### config.mk
export PLATFORM = sky130hd
export DESIGN_NAME = streaming_speech_segment_detector
export DESIGN_NICKNAME = d
export VERILOG_FILES = /design/src/rtl/ssd_pkg.sv /design/src/rtl/streaming_speech_segment_detector.sv /design/src/rtl/ssd_cfg.sv /design/src/rtl/ssd_core.sv
export SDC_FILE = /design/constraint.sdc
export NUM_CORES = 2
export LEC_CHECK = 0
export BUFFER_PORTS_ARGS = -buffer_cell sky130_fd_sc_hd__buf_2
export CAP_MARGIN = 30
export CELL_PAD_IN_SITES_DETAIL_PLACEMENT = 1
export CELL_PAD_IN_SITES_GLOBAL_PLACEMENT = 2
export CORE_ASPECT_RATIO = 0.7
export CORE_UTILIZATION = 35
export DETAILED_ROUTE_END_ITERATION = 16
export GPL_ROUTABILITY_DRIVEN = 0
export PLACE_DENSITY_LB_ADDON = 0.1
export SKIP_CTS_REPAIR_TIMING = 1
export SYNTH_ARGS = -nofsm -noshare
export SYNTH_HDL_FRONTEND = slang
export SYNTH_SLANG_ARGS = --single-unit
### constraint.sdc
create_clock -name clk -period 12.4 [get_ports clk]
set_clock_uncertainty 0.15 [all_clocks]
set_input_delay 2.48 -clock clk [delete_from_list [all_inputs] [get_ports clk]]
set_output_delay 2.48 -clock clk [all_outputs]
set_load 0.005 [all_outputs]
### src/rtl/ssd_pkg.sv
// ----------------------------------------------------------------------------
// ssd_pkg
// shared types, constants and codes of the speech segment detector
// ----------------------------------------------------------------------------
package ssd_pkg;

  localparam int WINDOW_SAMPLES = 512;
  localparam int TIME_BITS      = 48;

  localparam int TS_W     = 48;
  localparam int PROB_W   = 16;
  localparam int PAD_W    = 12;
  localparam int MS_W     = 16;
  localparam int MS_SHIFT = 4;

  localparam int CFG_ADDR_W = 3;
  localparam int CFG_DATA_W = 17;

  localparam logic [CFG_ADDR_W-1:0] CFG_SPEECH_THR  = 3'd0;
  localparam logic [CFG_ADDR_W-1:0] CFG_SILENCE_THR = 3'd1;
  localparam logic [CFG_ADDR_W-1:0] CFG_PAD_MS      = 3'd2;
  localparam logic [CFG_ADDR_W-1:0] CFG_MIN_SIL_MS  = 3'd3;
  localparam logic [CFG_ADDR_W-1:0] CFG_MIN_SPE_MS  = 3'd4;

  localparam logic [PROB_W-1:0] AUTO_DROP  = 16'd9830;
  localparam logic [PROB_W-1:0] AUTO_FLOOR = 16'd655;

  typedef logic [TIME_BITS-1:0] time_t;

  localparam time_t WIN_T = time_t'(WINDOW_SAMPLES);

  typedef enum logic [2:0] {
    KIND_NONE  = 3'd0,
    KIND_START = 3'd1,
    KIND_END   = 3'd2,
    KIND_FINAL = 3'd3,
    KIND_DISC  = 3'd4
  } kind_t;

  typedef struct packed {
    logic [PROB_W-1:0] speech_thr;
    logic [PROB_W-1:0] lower_thr;
    logic [PAD_W-1:0]  pad_ms;
    logic [MS_W-1:0]   min_silence_ms;
    logic [MS_W-1:0]   min_speech_ms;
  } cfg_t;

  typedef struct packed {
    logic              func;
    logic [PROB_W-1:0] probability;
    logic [TS_W-1:0]   window_start;
  } item_t;

  typedef struct packed {
    kind_t             kind;
    logic [TS_W-1:0]   event_sample;
    logic [TS_W-1:0]   segment_start;
    logic [TS_W-1:0]   segment_end;
    logic [PROB_W-1:0] event_probability;
  } res_t;

endpackage

### src/rtl/streaming_speech_segment_detector.sv
// ----------------------------------------------------------------------------
// streaming_speech_segment_detector
// speech start and end events from per-window speech probabilities
// ----------------------------------------------------------------------------
// Takes one word per clock while the output is not stalled and returns
// exactly one result word for each, held first in the input register, then
// in the result register, with all detector
// arithmetic (compares, adds, the hysteresis update) in the single stage
// between them. The rate is set by that one stage and the stall chain from
// out_tready back to in_tready. Configuration writes take effect at once
// and are meant to happen only while no word is in flight.
module streaming_speech_segment_detector (
  input  logic                           clk,
  input  logic                           rst_n,
  input  logic                           in_tvalid,
  output logic                           in_tready,
  input  logic [63:0]                    in_tdata,   // probability, window_start
  input  logic                           in_tuser,   // func
  output logic                           out_tvalid,
  input  logic                           out_tready,
  output logic [159:0]                   out_tdata,  // event_sample, segment_start,
                                                     // segment_end, event_probability
  output logic [2:0]                     out_tuser,  // kind
  input  logic                           cfg_we,
  input  logic [ssd_pkg::CFG_ADDR_W-1:0] cfg_addr,
  input  logic [ssd_pkg::CFG_DATA_W-1:0] cfg_wdata
);
  import ssd_pkg::*;

  cfg_t  cfg;
  item_t s1_item_r;
  logic  s1_valid_r;
  res_t  res, out_res_r;
  logic  out_valid_r;
  logic  adv1, adv2, step;

  ssd_cfg u_cfg (
    .clk       (clk),
    .rst_n     (rst_n),
    .cfg_we    (cfg_we),
    .cfg_addr  (cfg_addr),
    .cfg_wdata (cfg_wdata),
    .cfg       (cfg)
  );

  ssd_core u_core (
    .clk   (clk),
    .rst_n (rst_n),
    .step  (step),
    .item  (s1_item_r),
    .cfg   (cfg),
    .res   (res)
  );

  assign adv2      = !out_valid_r || out_tready;
  assign adv1      = !s1_valid_r || adv2;
  assign step      = s1_valid_r && adv2;
  assign in_tready = adv1;

  always_ff @(posedge clk) begin
    if (!rst_n) begin
      s1_valid_r  <= 1'b0;
      out_valid_r <= 1'b0;
    end else begin
      if (adv1) s1_valid_r <= in_tvalid;
      if (adv2) out_valid_r <= s1_valid_r;
    end
  end

  always_ff @(posedge clk) begin
    if (adv1 && in_tvalid) begin
      s1_item_r.func         <= in_tuser;
      s1_item_r.probability  <= in_tdata[15:0];
      s1_item_r.window_start <= in_tdata[63:16];
    end
    if (step) out_res_r <= res;
  end

  assign out_tvalid = out_valid_r;
  assign out_tdata  = {out_res_r.event_probability, out_res_r.segment_end,
                       out_res_r.segment_start, out_res_r.event_sample};
  assign out_tuser  = out_res_r.kind;

endmodule

### src/rtl/ssd_cfg.sv
// ----------------------------------------------------------------------------
// ssd_cfg
// configuration registers and the lower threshold selection
// ----------------------------------------------------------------------------
module ssd_cfg (
  input  logic                           clk,
  input  logic                           rst_n,
  input  logic                           cfg_we,
  input  logic [ssd_pkg::CFG_ADDR_W-1:0] cfg_addr,
  input  logic [ssd_pkg::CFG_DATA_W-1:0] cfg_wdata,
  output ssd_pkg::cfg_t                  cfg
);
  import ssd_pkg::*;

  logic [PROB_W-1:0]     speech_thr_r;
  logic [CFG_DATA_W-1:0] silence_thr_r;
  logic [PAD_W-1:0]      pad_ms_r;
  logic [MS_W-1:0]       min_sil_ms_r;
  logic [MS_W-1:0]       min_spe_ms_r;
  logic [PROB_W-1:0]     auto_thr;

  always_ff @(posedge clk) begin
    if (!rst_n) begin
      speech_thr_r  <= 16'd32768;
      silence_thr_r <= '1;
      pad_ms_r      <= 12'd30;
      min_sil_ms_r  <= 16'd100;
      min_spe_ms_r  <= 16'd250;
    end else if (cfg_we) begin
      case (cfg_addr)
        CFG_SPEECH_THR:  speech_thr_r  <= cfg_wdata[PROB_W-1:0];
        CFG_SILENCE_THR: silence_thr_r <= cfg_wdata;
        CFG_PAD_MS:      pad_ms_r      <= cfg_wdata[PAD_W-1:0];
        CFG_MIN_SIL_MS:  min_sil_ms_r  <= cfg_wdata[MS_W-1:0];
        CFG_MIN_SPE_MS:  min_spe_ms_r  <= cfg_wdata[MS_W-1:0];
        default: ;
      endcase
    end
  end

  // negative register selects threshold minus 0.15, floored at 0.01
  assign auto_thr = (speech_thr_r >= AUTO_DROP + AUTO_FLOOR) ?
                    speech_thr_r - AUTO_DROP : AUTO_FLOOR;

  always_comb begin
    cfg.speech_thr     = speech_thr_r;
    cfg.lower_thr      = silence_thr_r[CFG_DATA_W-1] ? auto_thr
                                                     : silence_thr_r[PROB_W-1:0];
    cfg.pad_ms         = pad_ms_r;
    cfg.min_silence_ms = min_sil_ms_r;
    cfg.min_speech_ms  = min_spe_ms_r;
  end

endmodule

### src/rtl/ssd_core.sv
// ----------------------------------------------------------------------------
// ssd_core
// hysteresis detector state and the result of one word
// ----------------------------------------------------------------------------
module ssd_core (
  input  logic           clk,
  input  logic           rst_n,
  input  logic           step,
  input  ssd_pkg::item_t item,
  input  ssd_pkg::cfg_t  cfg,
  output ssd_pkg::res_t  res
);
  import ssd_pkg::*;

  logic  in_speech_r, in_speech_nxt;
  time_t mark_r, mark_nxt;
  time_t oss_r, oss_nxt;
  time_t ens_r, ens_nxt;

  time_t              ws, pad, min_sil, min_sp;
  time_t              win_end, span, start_pad;
  time_t              mark_a, mark_b, sil_len, end_t, seg_end;
  logic [TIME_BITS:0] ext;
  logic               high, low, disc, fin_ok;

  always_comb begin
    ws      = time_t'(item.window_start);
    pad     = time_t'(cfg.pad_ms) << MS_SHIFT;
    min_sil = time_t'(cfg.min_silence_ms) << MS_SHIFT;
    min_sp  = time_t'(cfg.min_speech_ms) << MS_SHIFT;
    win_end = ws + WIN_T;
    high    = item.probability >= cfg.speech_thr;
    low     = item.probability < cfg.lower_thr;
    disc    = (ens_r != '0) && (ws != ens_r);
    span    = ens_r - oss_r;
    fin_ok  = in_speech_r && (ens_r > oss_r) && (span > min_sp);
    start_pad = (ws > pad) ? ws - pad : '0;
    // a strong window cancels pending silence
    mark_a  = high ? '0 : mark_r;
    mark_b  = (mark_a == '0) ? win_end : mark_a;
    sil_len = win_end - mark_b;
    ext     = {1'b0, mark_b} + {1'b0, pad};
    end_t   = (ext >= (TIME_BITS+1)'(WINDOW_SAMPLES)) ? ext[TIME_BITS-1:0] - WIN_T : '0;
    seg_end = (end_t > oss_r) ? end_t : oss_r;

    in_speech_nxt = in_speech_r;
    mark_nxt      = mark_r;
    oss_nxt       = oss_r;
    ens_nxt       = ens_r;
    res           = '0;
    res.kind      = KIND_NONE;

    if (item.func) begin
      if (fin_ok) begin
        res.kind              = KIND_FINAL;
        res.event_sample      = TS_W'(ens_r);
        res.segment_start     = TS_W'(oss_r);
        res.segment_end       = TS_W'(ens_r);
        res.event_probability = cfg.speech_thr;
      end
    end else if (disc) begin
      res.kind              = KIND_DISC;
      res.event_sample      = TS_W'(ens_r);
      res.event_probability = item.probability;
    end else begin
      ens_nxt  = win_end;
      mark_nxt = mark_a;
      if (high && !in_speech_r) begin
        in_speech_nxt         = 1'b1;
        oss_nxt               = start_pad;
        res.kind              = KIND_START;
        res.event_sample      = TS_W'(start_pad);
        res.event_probability = item.probability;
      end else if (low && in_speech_r) begin
        mark_nxt = mark_b;
        if (sil_len >= min_sil) begin
          res.kind              = KIND_END;
          res.event_sample      = TS_W'(end_t);
          res.segment_start     = TS_W'(oss_r);
          res.segment_end       = TS_W'(seg_end);
          res.event_probability = item.probability;
          in_speech_nxt         = 1'b0;
          mark_nxt              = '0;
          oss_nxt               = '0;
        end
      end
    end
  end

  always_ff @(posedge clk) begin
    if (!rst_n) begin
      in_speech_r <= 1'b0;
      mark_r      <= '0;
      oss_r       <= '0;
      ens_r       <= '0;
    end else if (step) begin
      in_speech_r <= in_speech_nxt;
      mark_r      <= mark_nxt;
      oss_r       <= oss_nxt;
      ens_r       <= ens_nxt;
    end
  end

endmodule

==> results.md <==
* Status: finished clean
* Clock sinks at 452
* Pwr/cell area at 180 nW/um^2
* Yosys cell types at 91
* Sequential area share after synthesis at 36.0%
* Leading area contributor after synthesis: edfxtp_1
* Critical path startpoint: s1_item_r[48]
* Post-Synthesis Net Count at 3958
* Die height at 253 microns
* Initial Utilization at 35.5%
* Pleak at 14.5 nW
* Setup crit end: out_tdata[119]
* Vias in the first global route at 30330
* Worst setup SP type: flip-flop
* CTS tree: built
* Power, Total at 0.00648 W
* CTS max path bufs at 3
* Async SR Flop Fraction at 0%
* Hold Path Class: reg2reg
* Count leader, synth: nand2_1
* GRT overflow at 0
* Final slew viol count at 0
* CTS Buf Count at 53
* Delay-heaviest family, CP: compound AO/OA/AOI/OAI gates
* Worst-case reg-to-reg path depth at 40
* CP Capture Type: flip-flop
* PortBufs at 254
* R2r setup slk at 780 ps
* Final instance area at 36100 sq um
* Die X at 360 microns
* Crit path time final at 11620 ps
* Vias at 31453
* Synth-to-Final Area Change at 14.7%
* Critical path's slowest cell: a2bb2oi_1
* VDD IR max at 0.112 mV
* Drt via density at 6.23
* Slew @ Worst Pin at 1170 ps
* Row cnt at 91
* Cell at the root of the clock tree: clkbuf_16
* DRC viols at 0
* Post-route ant nets at 0
* Most Frequent Cell on Critical Path: o21a_1
* Nets at 4169
* Initial DRC count at 3733
* Avg WL per Cell at 30.3 microns
* Final Hold Viols at 0
* Die footprint at 91100 sq um
* Yosys warns at 0
* Critical path type: reg2reg
* Period utilization at 93.7%
* Worst path depth at 40
* Global-route wire length before repair at 218000 microns
* Synth Area per Inst at 8.66 sq um
* Worst Path Buf+Inv at 4
* Synth top area cells: edfxtp_1 22%, dfxtp_1 14%, ha_1 9.3%
* Worst min-delay path startpoint: u_cfg.min_sil_ms_r[9]
* Clk slew on worst S/H paths at 70 ps
* Synth top area share at 21.8%
* Post-Syn Area at 31400 sq um
* R2R Path Start: s1_item_r[48]
* Initial antenna violation count at 5
* Pre-antenna DRT Iters at 6
* Final HPWL DP at 122000 microns
* Routed wire length at 153000 microns
* Cells after Synth at 3631
* # IOs at 255
* Reg2Reg Capture Point: out_tdata[119]
* Clock Latency Late Sink at 660 ps
* H-tree depth at 2
* Ys flop type: edfxtp_1
* Fmax at 86.1 MHz
* Max stage delay on crit path at 700 ps
* Global Route Usage Sum at 32.5%
* Post-synth EDFFs at 228
* RSZ-0062 raised after global routing: false
* TNS Setup at 0 ps
* Arr. time, crit path at 11930 ps
* Placed Instance Area at 34200 sq um
* Critical Path RT at 12710 ps
* FF+latch count, synth at 452
* CORE AREA at 88600 sq um
* Largest net degree at the start of global routing at 97
* Relative slew slack at 22.2%
* Layout cell share with drive strength beyond 1 at 12.6%
* Post-synth top cells: 305 x nand2_1, 296 x nor2_1, 237 x a21oi_1, 233 x ha_1, 228 x edfxtp_1
* Finish-stage setup viols at 0
* Max-cap viol count at 0
* Worst-path fanout max at 55
==> routing by layer <==
metal | share of wire [%] | up-vias | GRT usage, %
li1 | - | 13766 | -
met1 | 48 | 16008 | 49.0
met2 | 39 | 1455 | 44.2
met3 | 11 | 216 | 9.85
met4 | 2.3 | 8 | 7.47
met5 | 0.13 | - | 1.27
==> power breakdown <==
group | switching (W) | internal (W) | leakage (nW) | total [W]
clock | 0.000733 | 0.000971 | 0.864 | 0.00170
combinational | 0.00188 | 0.00106 | 9.65 | 0.00295
sequential | 0.000146 | 0.00168 | 4.02 | 0.00183
total | 0.00276 | 0.00372 | 14.5 | 0.00648
==> cell type report <==
cell class | count | area, sq um
repair buffers | 353 | 2090
fillers | 10378 | 52500
clock buffers | 70 | 1440
inverters | 211 | 797
flip-flops and latches | 452 | 11300
multi-input cells | 2771 | 18600
diodes | 2 | 5.00
clock inverters | 30 | 374
well taps | 1162 | 1450
==> cells by family after synthesis <==
logic type	count (synthesis)	share of synthesized area, %
muxes	18	0.585
buffers and inverters	408	5.10
and+or+nand+nor	1255	19.8
xor gates and xnor gates	262	7.32
AOI/OAI and AO/OA	999	21.6
DFF	452	36.0
adders and majority gates	237	9.52
==> worst reg2reg max path, delay by kind of cell, from the launching register on <==
kind | cells | cell delay, ps
flops | 1 | 390
xor+xnor | 1 | 200
simple gates | 12 | 3760
buf+inv | 4 | 890
fa+ha+maj | 3 | 880
compound gates | 20 | 5170
==> registers in the layout (all words and copies together), names as in the netlist <==
name / cells
u_cfg.speech_thr_r: 16
out_tdata: 160
u_core.ens_r: 48
s1_valid_r: 1
s1_item_r: 65
u_core.in_speech_r: 1
u_cfg.silence_thr_r: 17
out_tvalid: 1
out_tuser: 3
u_cfg.min_spe_ms_r: 16
u_core.oss_r: 48
u_cfg.pad_ms_r: 12
u_core.mark_r: 48
u_cfg.min_sil_ms_r: 16
==> how the worst min path moves through the flow <==
stage,end,slack (ps),cells past startpoint
floorplan,u_cfg.silence_thr_r[10],280,2
global placement,u_cfg.min_sil_ms_r[12],290,2
detailed placement,u_cfg.min_sil_ms_r[9],300,2
CTS,u_cfg.min_sil_ms_r[9],310,2
global route,u_cfg.min_sil_ms_r[9],330,2
finish,u_cfg.min_sil_ms_r[9],300,2
==> layout by cell type (no fill, tap or decap), types with 48 or more instances in the layout <==
master / synthesis / routed
nand2_1: 305 / 304
nor2_1: 296 / 296
buf_2: 29 / 254
a21oi_1: 237 / 236
ha_1: 233 / 233
edfxtp_1: 228 / 228
dfxtp_1: 224 / 224
inv_1: 211 / 210
xnor2_1: 196 / 196
nand3_1: 140 / 140
o21ai_0: 139 / 139
a21o_1: 112 / 112
buf_4: 5 / 93
nor3_1: 90 / 89
nand4_1: 88 / 88
a22oi_1: 87 / 87
xor2_1: 65 / 65
and2_1: 66 / 65
clkbuf_16: 0 / 55
nor2b_1: 50 / 48
==> metrics by stage <==
| stage | utilization [%] | instances | hold slack, ps | worst slack, ps |
|---|---|---|---|---|
| floorplan | - | 3631 | 283 | 840 |
| global placement | 38.6 | 4944 | 293 | 1280 |
| detailed placement | 38.6 | 4947 | 298 | 763 |
| CTS | 40.7 | 5047 | 307 | 676 |
| global route | 40.7 | 5049 | 327 | 97.8 |
| finish | 40.7 | 5051 | 304 | 781 |
Note: power is estimated with default switching activity, not from simulation.
